`src/sv/bzs_pkg.sv`:
```
package bzs_pkg;

  // Fixed field widths of the block.
  localparam int DUR_W     = 16;
  localparam int STEP_W    = 16;
  localparam int ELAPSED_W = 32;
  localparam int CFG_IDX_W = 3;

  // Configuration register indexes.
  localparam logic [CFG_IDX_W-1:0] REG_CTRL1_X  = 3'd0;
  localparam logic [CFG_IDX_W-1:0] REG_CTRL1_Y  = 3'd1;
  localparam logic [CFG_IDX_W-1:0] REG_CTRL2_X  = 3'd2;
  localparam logic [CFG_IDX_W-1:0] REG_CTRL2_Y  = 3'd3;
  localparam logic [CFG_IDX_W-1:0] REG_END_DX   = 3'd4;
  localparam logic [CFG_IDX_W-1:0] REG_END_DY   = 3'd5;
  localparam logic [CFG_IDX_W-1:0] REG_DURATION = 3'd6;

  // Status of the curve parameter divider.
  typedef struct packed {
    logic busy;
    logic done;
  } div_stat_t;

endpackage

```
`src/sv/bzs_divider.sv`:
```
module bzs_divider #(
  parameter int FRAC_BITS = 16
) (
  input  logic                         clk,
  input  logic                         rst_n,
  input  logic                         start,
  input  logic [bzs_pkg::DUR_W-1:0]    num,
  input  logic [bzs_pkg::DUR_W-1:0]    den,
  output logic [FRAC_BITS:0]           quot,
  output bzs_pkg::div_stat_t           stat
);

  localparam int CNT_W = $clog2(FRAC_BITS + 1);

  logic [bzs_pkg::DUR_W-1:0] rem_r;
  logic [FRAC_BITS:0]        quot_r;
  logic [CNT_W-1:0]          cnt_r;
  logic                      busy_r;
  logic                      done_r;
  logic [bzs_pkg::DUR_W:0]   rem_sh;
  logic [bzs_pkg::DUR_W:0]   rem_sub;
  logic                      ge;
  logic                      start_ge;

  // One quotient bit per cycle: shift the remainder and try the divisor.
  assign rem_sh   = {rem_r, 1'b0};
  assign rem_sub  = rem_sh - {1'b0, den};
  assign ge       = (rem_sh >= {1'b0, den});
  assign start_ge = (num >= den);

  // Sequencing of the iterations.
  always_ff @(posedge clk) begin
    if (!rst_n) begin
      busy_r <= 1'b0;
      done_r <= 1'b0;
      cnt_r  <= '0;
    end else begin
      done_r <= busy_r && (cnt_r == CNT_W'(1));
      if (start) begin
        busy_r <= 1'b1;
        cnt_r  <= CNT_W'(FRAC_BITS);
      end else if (busy_r) begin
        cnt_r <= cnt_r - CNT_W'(1);
        if (cnt_r == CNT_W'(1)) begin
          busy_r <= 1'b0;
        end
      end
    end
  end

  // The numerator never exceeds the divisor, so the integer part is a single bit.
  always_ff @(posedge clk) begin
    if (start) begin
      rem_r  <= start_ge ? (num - den) : num;
      quot_r <= (FRAC_BITS + 1)'(start_ge);
    end else if (busy_r) begin
      rem_r  <= ge ? rem_sub[bzs_pkg::DUR_W-1:0] : rem_sh[bzs_pkg::DUR_W-1:0];
      quot_r <= {quot_r[FRAC_BITS-1:0], ge};
    end
  end

  assign quot      = quot_r;
  assign stat.busy = busy_r;
  assign stat.done = done_r;

endmodule

```
`src/sv/bzs_lerp_unit.sv`:
```
module bzs_lerp_unit #(
  parameter int COORD_BITS = 24,
  parameter int FRAC_BITS  = 16
) (
  input  logic                         clk,
  input  logic                         mul_en,
  input  logic signed [COORD_BITS-1:0] p,
  input  logic signed [COORD_BITS-1:0] q,
  input  logic [FRAC_BITS:0]           t,
  output logic signed [COORD_BITS-1:0] res
);

  localparam int PW = COORD_BITS + FRAC_BITS + 3;
  localparam logic signed [PW-1:0] HALF = PW'(64'd1 << (FRAC_BITS - 1));

  logic signed [COORD_BITS:0]  diff;
  logic signed [FRAC_BITS+1:0] t_s;
  logic signed [PW-1:0]        prod_nxt;
  logic signed [PW-1:0]        prod_r;
  logic signed [PW-1:0]        rnd;
  logic signed [PW-1:0]        fl;
  logic signed [PW-1:0]        sum;

  // Multiply step: difference times t, registered.
  assign diff     = (COORD_BITS + 1)'(q) - (COORD_BITS + 1)'(p);
  assign t_s      = $signed({1'b0, t});
  assign prod_nxt = diff * t_s;

  always_ff @(posedge clk) begin
    if (mul_en) begin
      prod_r <= prod_nxt;
    end
  end

  // Output step, from the registered product: round half up, floor by arithmetic shift, add the start point.
  assign rnd = prod_r + HALF;
  assign fl  = rnd >>> FRAC_BITS;
  assign sum = PW'(p) + fl;
  assign res = sum[COORD_BITS-1:0];

endmodule

```
`src/sv/cubic_bezier_motion_stepper.sv`:
```
// Channel | Direction | tdata (low bit up)                      | tuser
// in_     | input     | time_step                               | action
// out_    | output    | offset_x, offset_y, velocity_x, vel._y  | reached
// cfg_    | input     | cfg_index selects, cfg_data carries the value
//
// A tick that lands on the curve passes one compare, the bit-serial divider for t,
// and then, per axis, the shared lerp multiplier (six lerps and three shift steps).
// A tick past the end goes from the compare straight to the output. A stop item,
// or a tick while stopped, is absorbed in the cycle it is accepted.
// Input is taken only when idle.
// A finished result waits in the output register while the next item is taken.
// Reset is synchronous and active low; configuration writes are always accepted.
module cubic_bezier_motion_stepper #(
  parameter int COORD_BITS = 24,
  parameter int FRAC_BITS  = 16,
  localparam int OUT_W = ((4 * COORD_BITS + 7) / 8) * 8,
  localparam int CFG_W = (COORD_BITS > bzs_pkg::DUR_W) ? COORD_BITS : bzs_pkg::DUR_W
) (
  input  logic                            clk,
  input  logic                            rst_n,
  input  logic                            in_tvalid,
  output logic                            in_tready,
  input  logic [bzs_pkg::STEP_W-1:0]      in_tdata,   // time_step
  input  logic                            in_tuser,   // action
  output logic                            out_tvalid,
  input  logic                            out_tready,
  output logic [OUT_W-1:0]                out_tdata,  // offset_x, offset_y, velocity_x,
                                                      // velocity_y, zero fill
  output logic                            out_tuser,  // reached
  input  logic                            cfg_valid,
  output logic                            cfg_ready,
  input  logic [bzs_pkg::CFG_IDX_W-1:0]   cfg_index,
  input  logic [CFG_W-1:0]                cfg_data
);

  localparam logic [2:0] ST_IDLE = 3'd0;
  localparam logic [2:0] ST_CMP  = 3'd1;
  localparam logic [2:0] ST_DIV  = 3'd2;
  localparam logic [2:0] ST_RUN  = 3'd3;
  localparam logic [2:0] ST_OUT  = 3'd4;

  // De Casteljau schedule per axis: lerp, lerp, lerp, drop, lerp, lerp, drop,
  // drop, lerp. Bit i set means step i is a lerp.
  localparam int         NUM_STEPS    = 9;
  localparam logic [8:0] STEP_IS_LERP = 9'b100110111;

  localparam logic signed [COORD_BITS-1:0] COORD_MAX = {1'b0, {(COORD_BITS-1){1'b1}}};
  localparam logic signed [COORD_BITS-1:0] COORD_MIN = {1'b1, {(COORD_BITS-1){1'b0}}};

  logic [2:0]                        state_r;
  logic signed [COORD_BITS-1:0]      ctrl1_x_r, ctrl1_y_r, ctrl2_x_r, ctrl2_y_r;
  logic signed [COORD_BITS-1:0]      end_dx_r, end_dy_r;
  logic [bzs_pkg::DUR_W-1:0]         dur_r;
  logic [bzs_pkg::DUR_W-1:0]         dur_eff;
  logic [bzs_pkg::ELAPSED_W-1:0]     elapsed_r;
  logic [bzs_pkg::ELAPSED_W:0]       elapsed_sum;
  logic [bzs_pkg::ELAPSED_W-1:0]     elapsed_nxt;
  logic                              stopped_r;
  logic signed [COORD_BITS-1:0]      last_x_r, last_y_r;
  logic signed [COORD_BITS-1:0]      ox_r, oy_r;
  logic signed [COORD_BITS-1:0]      w_r [4];
  logic [3:0]                        step_r;
  logic                              phase_r;
  logic                              axis_r;
  logic                              reached_r;
  logic                              out_tvalid_r;
  logic signed [COORD_BITS-1:0]      out_ox_r, out_oy_r, out_vx_r, out_vy_r;
  logic                              out_reached_r;
  logic                              in_acc;
  logic                              past_end;
  logic                              div_start;
  logic [FRAC_BITS:0]                t_q;
  bzs_pkg::div_stat_t                div_stat;
  logic                              is_lerp;
  logic                              mul_en;
  logic                              do_shift;
  logic                              last_step;
  logic signed [COORD_BITS-1:0]      lerp_res;
  logic                              out_load;
  logic signed [COORD_BITS:0]        dx, dy;
  logic signed [COORD_BITS-1:0]      vx_sat, vy_sat;

  assign cfg_ready = 1'b1;
  assign in_tready = (state_r == ST_IDLE);
  assign in_acc    = in_tvalid && in_tready;

  // A zero duration counts as one.
  assign dur_eff = (dur_r == '0) ? bzs_pkg::DUR_W'(1) : dur_r;

  // Saturating elapsed-time update.
  assign elapsed_sum = {1'b0, elapsed_r} + (bzs_pkg::ELAPSED_W + 1)'(in_tdata);
  assign elapsed_nxt = elapsed_sum[bzs_pkg::ELAPSED_W] ? '1
                                                       : elapsed_sum[bzs_pkg::ELAPSED_W-1:0];

  assign past_end  = (elapsed_r > bzs_pkg::ELAPSED_W'(dur_eff));
  assign div_start = (state_r == ST_CMP) && !past_end;

  // Configuration registers.
  always_ff @(posedge clk) begin
    if (!rst_n) begin
      ctrl1_x_r <= '0;
      ctrl1_y_r <= '0;
      ctrl2_x_r <= '0;
      ctrl2_y_r <= '0;
      end_dx_r  <= '0;
      end_dy_r  <= '0;
      dur_r     <= bzs_pkg::DUR_W'(1);
    end else if (cfg_valid && cfg_ready) begin
      case (cfg_index)
        bzs_pkg::REG_CTRL1_X:  ctrl1_x_r <= cfg_data[COORD_BITS-1:0];
        bzs_pkg::REG_CTRL1_Y:  ctrl1_y_r <= cfg_data[COORD_BITS-1:0];
        bzs_pkg::REG_CTRL2_X:  ctrl2_x_r <= cfg_data[COORD_BITS-1:0];
        bzs_pkg::REG_CTRL2_Y:  ctrl2_y_r <= cfg_data[COORD_BITS-1:0];
        bzs_pkg::REG_END_DX:   end_dx_r  <= cfg_data[COORD_BITS-1:0];
        bzs_pkg::REG_END_DY:   end_dy_r  <= cfg_data[COORD_BITS-1:0];
        bzs_pkg::REG_DURATION: dur_r     <= cfg_data[bzs_pkg::DUR_W-1:0];
        default: ;
      endcase
    end
  end

  // Bit-serial divider for t = elapsed * 2^FRAC_BITS / duration.
  bzs_divider #(
    .FRAC_BITS (FRAC_BITS)
  ) u_div (
    .clk   (clk),
    .rst_n (rst_n),
    .start (div_start),
    .num   (elapsed_r[bzs_pkg::DUR_W-1:0]),
    .den   (dur_eff),
    .quot  (t_q),
    .stat  (div_stat)
  );

  // Shared lerp unit, always fed from the two head places of the shift line.
  assign is_lerp   = STEP_IS_LERP[step_r];
  assign mul_en    = (state_r == ST_RUN) && is_lerp && !phase_r;
  assign do_shift  = (state_r == ST_RUN) && (!is_lerp || phase_r);
  assign last_step = (step_r == 4'(NUM_STEPS - 1));

  bzs_lerp_unit #(
    .COORD_BITS (COORD_BITS),
    .FRAC_BITS  (FRAC_BITS)
  ) u_lerp (
    .clk    (clk),
    .mul_en (mul_en),
    .p      (w_r[0]),
    .q      (w_r[1]),
    .t      (t_q),
    .res    (lerp_res)
  );

  // Control sequencer.
  always_ff @(posedge clk) begin
    if (!rst_n) begin
      state_r   <= ST_IDLE;
      elapsed_r <= '0;
      stopped_r <= 1'b0;
      step_r    <= '0;
      phase_r   <= 1'b0;
      axis_r    <= 1'b0;
      reached_r <= 1'b0;
    end else begin
      case (state_r)
        ST_IDLE: begin
          if (in_acc) begin
            if (in_tuser) begin
              stopped_r <= 1'b1;
            end else if (!stopped_r) begin
              elapsed_r <= elapsed_nxt;
              state_r   <= ST_CMP;
            end
          end
        end
        ST_CMP: begin
          reached_r <= past_end;
          state_r   <= past_end ? ST_OUT : ST_DIV;
        end
        ST_DIV: begin
          if (div_stat.done) begin
            step_r  <= '0;
            phase_r <= 1'b0;
            axis_r  <= 1'b0;
            state_r <= ST_RUN;
          end
        end
        ST_RUN: begin
          if (mul_en) begin
            phase_r <= 1'b1;
          end else begin
            phase_r <= 1'b0;
            if (last_step) begin
              step_r <= '0;
              axis_r <= 1'b1;
              if (axis_r) begin
                state_r <= ST_OUT;
              end
            end else begin
              step_r <= step_r + 4'd1;
            end
          end
        end
        ST_OUT: begin
          if (out_load) begin
            state_r <= ST_IDLE;
          end
        end
        default: state_r <= ST_IDLE;
      endcase
    end
  end

  // Point shift line: load an axis, shift one place per step, lerp result enters at the tail.
  always_ff @(posedge clk) begin
    if ((state_r == ST_DIV) && div_stat.done) begin
      w_r[0] <= '0;
      w_r[1] <= ctrl1_x_r;
      w_r[2] <= ctrl2_x_r;
      w_r[3] <= end_dx_r;
    end else if (do_shift && last_step && !axis_r) begin
      w_r[0] <= '0;
      w_r[1] <= ctrl1_y_r;
      w_r[2] <= ctrl2_y_r;
      w_r[3] <= end_dy_r;
    end else if (do_shift) begin
      w_r[0] <= w_r[1];
      w_r[1] <= w_r[2];
      w_r[2] <= w_r[3];
      if (is_lerp) begin
        w_r[3] <= lerp_res;
      end
    end
  end

  // Capture the final point of each axis.
  always_ff @(posedge clk) begin
    if (do_shift && last_step) begin
      if (axis_r) begin
        oy_r <= lerp_res;
      end else begin
        ox_r <= lerp_res;
      end
    end
  end

  // Velocity with saturation to the coordinate range.
  assign dx     = (COORD_BITS + 1)'(ox_r) - (COORD_BITS + 1)'(last_x_r);
  assign dy     = (COORD_BITS + 1)'(oy_r) - (COORD_BITS + 1)'(last_y_r);
  assign vx_sat = (dx[COORD_BITS] != dx[COORD_BITS-1]) ?
                  (dx[COORD_BITS] ? COORD_MIN : COORD_MAX) : dx[COORD_BITS-1:0];
  assign vy_sat = (dy[COORD_BITS] != dy[COORD_BITS-1]) ?
                  (dy[COORD_BITS] ? COORD_MIN : COORD_MAX) : dy[COORD_BITS-1:0];

  assign out_load = (state_r == ST_OUT) && (!out_tvalid_r || out_tready);

  // Output register and previous-offset state.
  always_ff @(posedge clk) begin
    if (!rst_n) begin
      out_tvalid_r <= 1'b0;
      last_x_r     <= '0;
      last_y_r     <= '0;
    end else begin
      if (out_load) begin
        out_tvalid_r <= 1'b1;
        if (!reached_r) begin
          last_x_r <= ox_r;
          last_y_r <= oy_r;
        end
      end else if (out_tready) begin
        out_tvalid_r <= 1'b0;
      end
    end
  end

  always_ff @(posedge clk) begin
    if (out_load) begin
      out_reached_r <= reached_r;
      if (reached_r) begin
        out_ox_r <= last_x_r;
        out_oy_r <= last_y_r;
        out_vx_r <= '0;
        out_vy_r <= '0;
      end else begin
        out_ox_r <= ox_r;
        out_oy_r <= oy_r;
        out_vx_r <= vx_sat;
        out_vy_r <= vy_sat;
      end
    end
  end

  assign out_tvalid = out_tvalid_r;
  assign out_tdata  = OUT_W'({out_vy_r, out_vx_r, out_oy_r, out_ox_r});
  assign out_tuser  = out_reached_r;

`ifndef SYNTHESIS
  a_div_done_in_div: assert property (@(posedge clk) disable iff (!rst_n)
    div_stat.done |-> (state_r == ST_DIV))
    else $error("divider finished outside the divide state");

  a_t_in_range: assert property (@(posedge clk) disable iff (!rst_n)
    div_stat.done |-> (t_q <= (FRAC_BITS + 1)'(64'd1 << FRAC_BITS)))
    else $error("curve parameter above one");

  a_stop_sticks: assert property (@(posedge clk) disable iff (!rst_n)
    stopped_r |=> stopped_r)
    else $error("stop flag cleared without reset");

  a_elapsed_grows: assert property (@(posedge clk) disable iff (!rst_n)
    1'b1 |=> (elapsed_r >= $past(elapsed_r)))
    else $error("elapsed time went backward");

  a_reached_still: assert property (@(posedge clk) disable iff (!rst_n)
    (out_tvalid_r && out_reached_r) |-> ((out_vx_r == '0) && (out_vy_r == '0)))
    else $error("reached result with nonzero velocity");
`endif

endmodule

```
`config.mk`:
```
export PLATFORM = sky130hd
export DESIGN_NAME = cubic_bezier_motion_stepper
export DESIGN_NICKNAME = d
export VERILOG_FILES = /design/src/sv/bzs_pkg.sv /design/src/sv/bzs_divider.sv /design/src/sv/bzs_lerp_unit.sv /design/src/sv/cubic_bezier_motion_stepper.sv
export SDC_FILE = /design/constraint.sdc
export NUM_CORES = 2
export LEC_CHECK = 0
export BUFFER_PORTS_ARGS = -buffer_cell sky130_fd_sc_hd__buf_2
export CAP_MARGIN = 20
export CORE_MARGIN = 4
export CORE_UTILIZATION = 55
export CTS_CLUSTER_DIAMETER = 40
export DETAILED_ROUTE_END_ITERATION = 16
export HOLD_SLACK_MARGIN = 0.05
export PLACE_DENSITY = 0.72
export SETUP_SLACK_MARGIN = 0.2
export SLEW_MARGIN = 30
export SYNTH_ARGS = -nofsm -noshare
export SYNTH_HDL_FRONTEND = slang
export SYNTH_SLANG_ARGS = --single-unit
```
`constraint.sdc`:
```
create_clock -name clk -period 25.8 [get_ports clk]
set_input_delay 2.58 -clock clk [delete_from_list [all_inputs] [get_ports clk]]
set_output_delay 2.58 -clock clk [all_outputs]
set_load 0.005 [all_outputs]
```
==> metrics.md <==
| Metric | Value |
|---|---|
| Die area | `82500 um^2` |
| Grt ovf | `0` |
| Num ports | `149` |
| Port bufs | `about 150` |
| Hold Buf Count CTS | `0` |
| Setup Buffers After CTS | `0` |
| Rows | `between 100 and 150` |
| Share of post-route cells with drive strength above 1 | `a little under 10%` |
| Slowest stage delay, CP | `approximately 540 ps` |
| Hold EP | `end_dx_r[23]` |
| Seq/Total Area, Yosys | `32.7%` |
| Mapped Cells | `roughly 4600` |
| DRC violations left | `0` |
| RSZ-0062 raised after global routing | `no` |
| Pin count of the biggest net entering global routing | `99` |
| Power, Total | `around 0.0027 W` |
| CTS tree | `yes` |
| CP Capture Type | `flop` |
| Min-Delay Path Class | `flop to flop` |
| Post-synth top area share | `19.8%` |
| Ys flop type | `edfxtp_1` |
| Worst min-delay path startpoint | `end_dx_r[23]` |
| Gr usage total | `26.4%` |
| Final hold vios | `0` |
| Max_cap viols | `0` |
| Worst reg2reg path endpoint | `u_lerp.prod_r[39]` |
| Resized Gates After CTS | `0` |
| Cell Area, Synth | `42900 um^2` |
| Setup TNS | `0 ps` |
| Top area cells in the synthesized netlist | `edfxtp_1, fa_1, dfxtp_1, ha_1, nand2_1` |
| Chip height | `287 um` |
| CORE AREA | `~77000 um^2` |
| Fin. max-slew vios | `0` |
| Root buf cell | `clkbuf_16` |
| Cell taking the most area after synthesis | `edfxtp_1` |
| Worst-margin pin slew | `1090 ps` |
| Syn-to-layout area delta | `11.3%` |
| Vias/cell | `5.59` |
| H-tree levels | `3` |
| Max Freq | `108 MHz` |
| CP max stage cell | `fa_1` |
| WP data arrival | `9630 ps` |
| Antenna Nets Post-Route | `0` |
| Syn_nets | `roughly 5300` |
| Yosys warning total | `0` |
| Setup violators final | `0` |
| WL/cell | `18.7 um` |
| Setup Skew | `18.6 ps` |
| Initial core utilization | `55.5%` |
| Detailed Place HPWL | `75.6 mm` |
| Power Density | `~57 nW/um^2` |
| Final period util | `35.9%` |
| Die Width | `287 um` |
| Post-synth EDFFs | `roughly 280` |
| CTS sink cnt | `~560` |
| Clk pin slew, worst setup/hold paths | `60 ps` |
| Synth cell types | `91` |
| Vias in the first global route | `between 30000 and 40000` |
| Max Root-Sink Buffers | `3` |
| CTS Buf Count | `slightly below 80` |
| # fillers | `6520` |
| Initial antenna violation count | `5` |
| Iteration-0 DRC Markers | `2612` |
| FF-to-FF Start | `w_r[0][1]` |
| Leak | `20.6 nW` |
| Drt pass-1 iters | `8` |
| Setup Crit Path Kind | `flop to flop` |
| Reg2reg path depth | `33` |
| Flops & latches, synth | `around 560` |
| # nets final | `roughly 5400` |
| Run status | `finished, final reports clean` |
| Min cycle time layout | `9260 ps` |
| Sequential Area | `roughly 14000 um^2` |
| Routability Congestion | `about 0.87` |
| Maximum vdd drop | `0.0504 mV` |
| Detailed Route WL | `108 mm` |
| Worst Hold Path Cells | `2` |
| Worst-Skew Late Latency | `630 ps` |
| Relative slew slack | `27.0%` |
| Routed via count | `32300` |
| Area of the multi-input gates | `25900 um^2` |
| Post-synthesis async set-or-reset flop share | `0%` |
| Worst reg2reg setup slack | `16540 ps` |
| Avg Cell Area, Syn | `9.38 um^2` |
| Startpoint Class | `flop` |
| Worst Path Required | `26170 ps` |
| Global-route wire length before repair | `around 170 mm` |
| Max FO, Critical Path | `17` |
[worst max-delay path by stage]
stage	start	end	cells past startpoint
global placement	w_r[0][1]	u_lerp.prod_r[39]	33
global route	w_r[0][1]	u_lerp.prod_r[39]	33
finish	w_r[0][1]	u_lerp.prod_r[39]	33
CTS	w_r[0][1]	u_lerp.prod_r[39]	29
detailed placement	w_r[0][1]	u_lerp.prod_r[39]	29
floorplan	w_r[0][1]	u_lerp.prod_r[39]	32
[through the flow]
| step | utilization, % | worst slack, ps | cell area [um^2] | cells | hold WS, ps |
|---|---|---|---|---|---|
| final | 61.7 | 16540 | 47700 | 5783 | 453 |
| after global routing | 61.7 | 16140 | 47700 | 5780 | 465 |
| after CTS | 61.7 | 16590 | 47700 | 5778 | 454 |
| after detailed placement | 57.9 | 16620 | 44800 | 5631 | 446 |
| after global placement | 57.9 | 16720 | 44800 | 5631 | 438 |
| after floorplan | - | 17560 | 42900 | 4574 | 406 |
[critical path, delay by kind of cell, from the launching register on]
| family | cells | cell delay (ps) |
|---|---|---|
| AO/OA/AOI/OAI | 15 | 3610 |
| XOR/XNOR | 2 | 390 |
| adder cells (fa/ha/maj) | 8 | 3640 |
| buffers and inverters | 5 | 310 |
| flip-flops | 1 | 480 |
| AND/OR/NAND/NOR | 3 | 560 |
[state kept, by name, summed over array words and instances, names as in the netlist, 17 cells and up]
signal	flops
out_vx_r	24
u_lerp.prod_r	25
ctrl2_x_r	24
ctrl1_x_r	24
out_oy_r	24
ctrl2_y_r	24
end_dy_r	24
last_y_r	24
w_r	96
end_dx_r	24
out_vy_r	24
oy_r	24
ox_r	24
u_div.quot	17
out_ox_r	24
last_x_r	24
ctrl1_y_r	24
elapsed_r	32
[synth_stat cells, drive strengths merged (36+ instances only)]
master	n
and2	194
nor2b	52
nand2b	39
nand2	708
nor3	36
a21o	61
o21ai	147
xnor2	121
a21oi	333
fa	401
dfxtp	276
mux2	46
inv	633
and3	52
nor2	220
edfxtp	283
clkbuf	169
a31oi	46
ha	242
mux2i	104
xor2	71
nand3	46
[placed cells by master (no fill, tap or decap), drive strengths merged, types with 17 or more instances in the layout]
| cell type | Yosys | final |
|---|---|---|
| nand2 | 708 | 708 |
| inv | 633 | 650 |
| fa | 401 | 401 |
| a21oi | 333 | 333 |
| edfxtp | 283 | 283 |
| dfxtp | 276 | 276 |
| ha | 242 | 242 |
| nor2 | 220 | 220 |
| buf | 29 | 216 |
| and2 | 194 | 194 |
| o21ai | 147 | 147 |
| xnor2 | 121 | 121 |
| mux2i | 104 | 104 |
| clkbuf | 169 | 88 |
| xor2 | 71 | 71 |
| a21o | 61 | 61 |
| nor2b | 52 | 52 |
| and3 | 52 | 52 |
| nand3 | 46 | 46 |
| a31oi | 46 | 46 |
| mux2 | 46 | 46 |
| nand2b | 39 | 39 |
| nor3 | 36 | 36 |
| o21a | 33 | 33 |
| clkinv | 2 | 29 |
| a222oi | 24 | 24 |
| o21bai | 20 | 20 |
| a211oi | 18 | 18 |
| nand4 | 17 | 17 |
[report_power, final]
part           switching (W)  total [W]  internal, W
Sequential         0.0000214   0.000995     0.000974
Clock               0.000451    0.00115     0.000699
Combinational       0.000341   0.000565     0.000223
[kinds of logic after synthesis]
| kind of cell | Yosys count | synth area share, % |
|---|---|---|
| AND/OR/NAND/NOR | 1425 | 15.4 |
| buffers and inverters | 833 | 7.36 |
| AO/OA/AOI/OAI | 766 | 11.1 |
| adder cells (fa/ha/maj) | 647 | 25.9 |
| flip-flops | 559 | 32.7 |
| XOR/XNOR | 193 | 3.97 |
| multiplexers | 150 | 3.63 |
| other | 1 | 0.00874 |
[per-layer routing]
layer / share of wire [%] / GRT usage [%]
met5: 0.012 / 0
met4: 2.4 / 6.80
met3: 7.0 / 3.66
met2: 48 / 45.0
met1: 42 / 35.8
[area by class of cell]
type / count / share of cell area [%]
multi-input cells: 3182 / 54.2
repair buffers: 216 / 2.66
clock inverters: 59 / 1.66
inverters: 635 / 5.01
flip-flops and latches: 559 / 29.4
clock buffers: 88 / 4.38
well taps: 1040 / 2.73
diodes: 4 / 0.0210
Power figures use the tool's default switching activity.
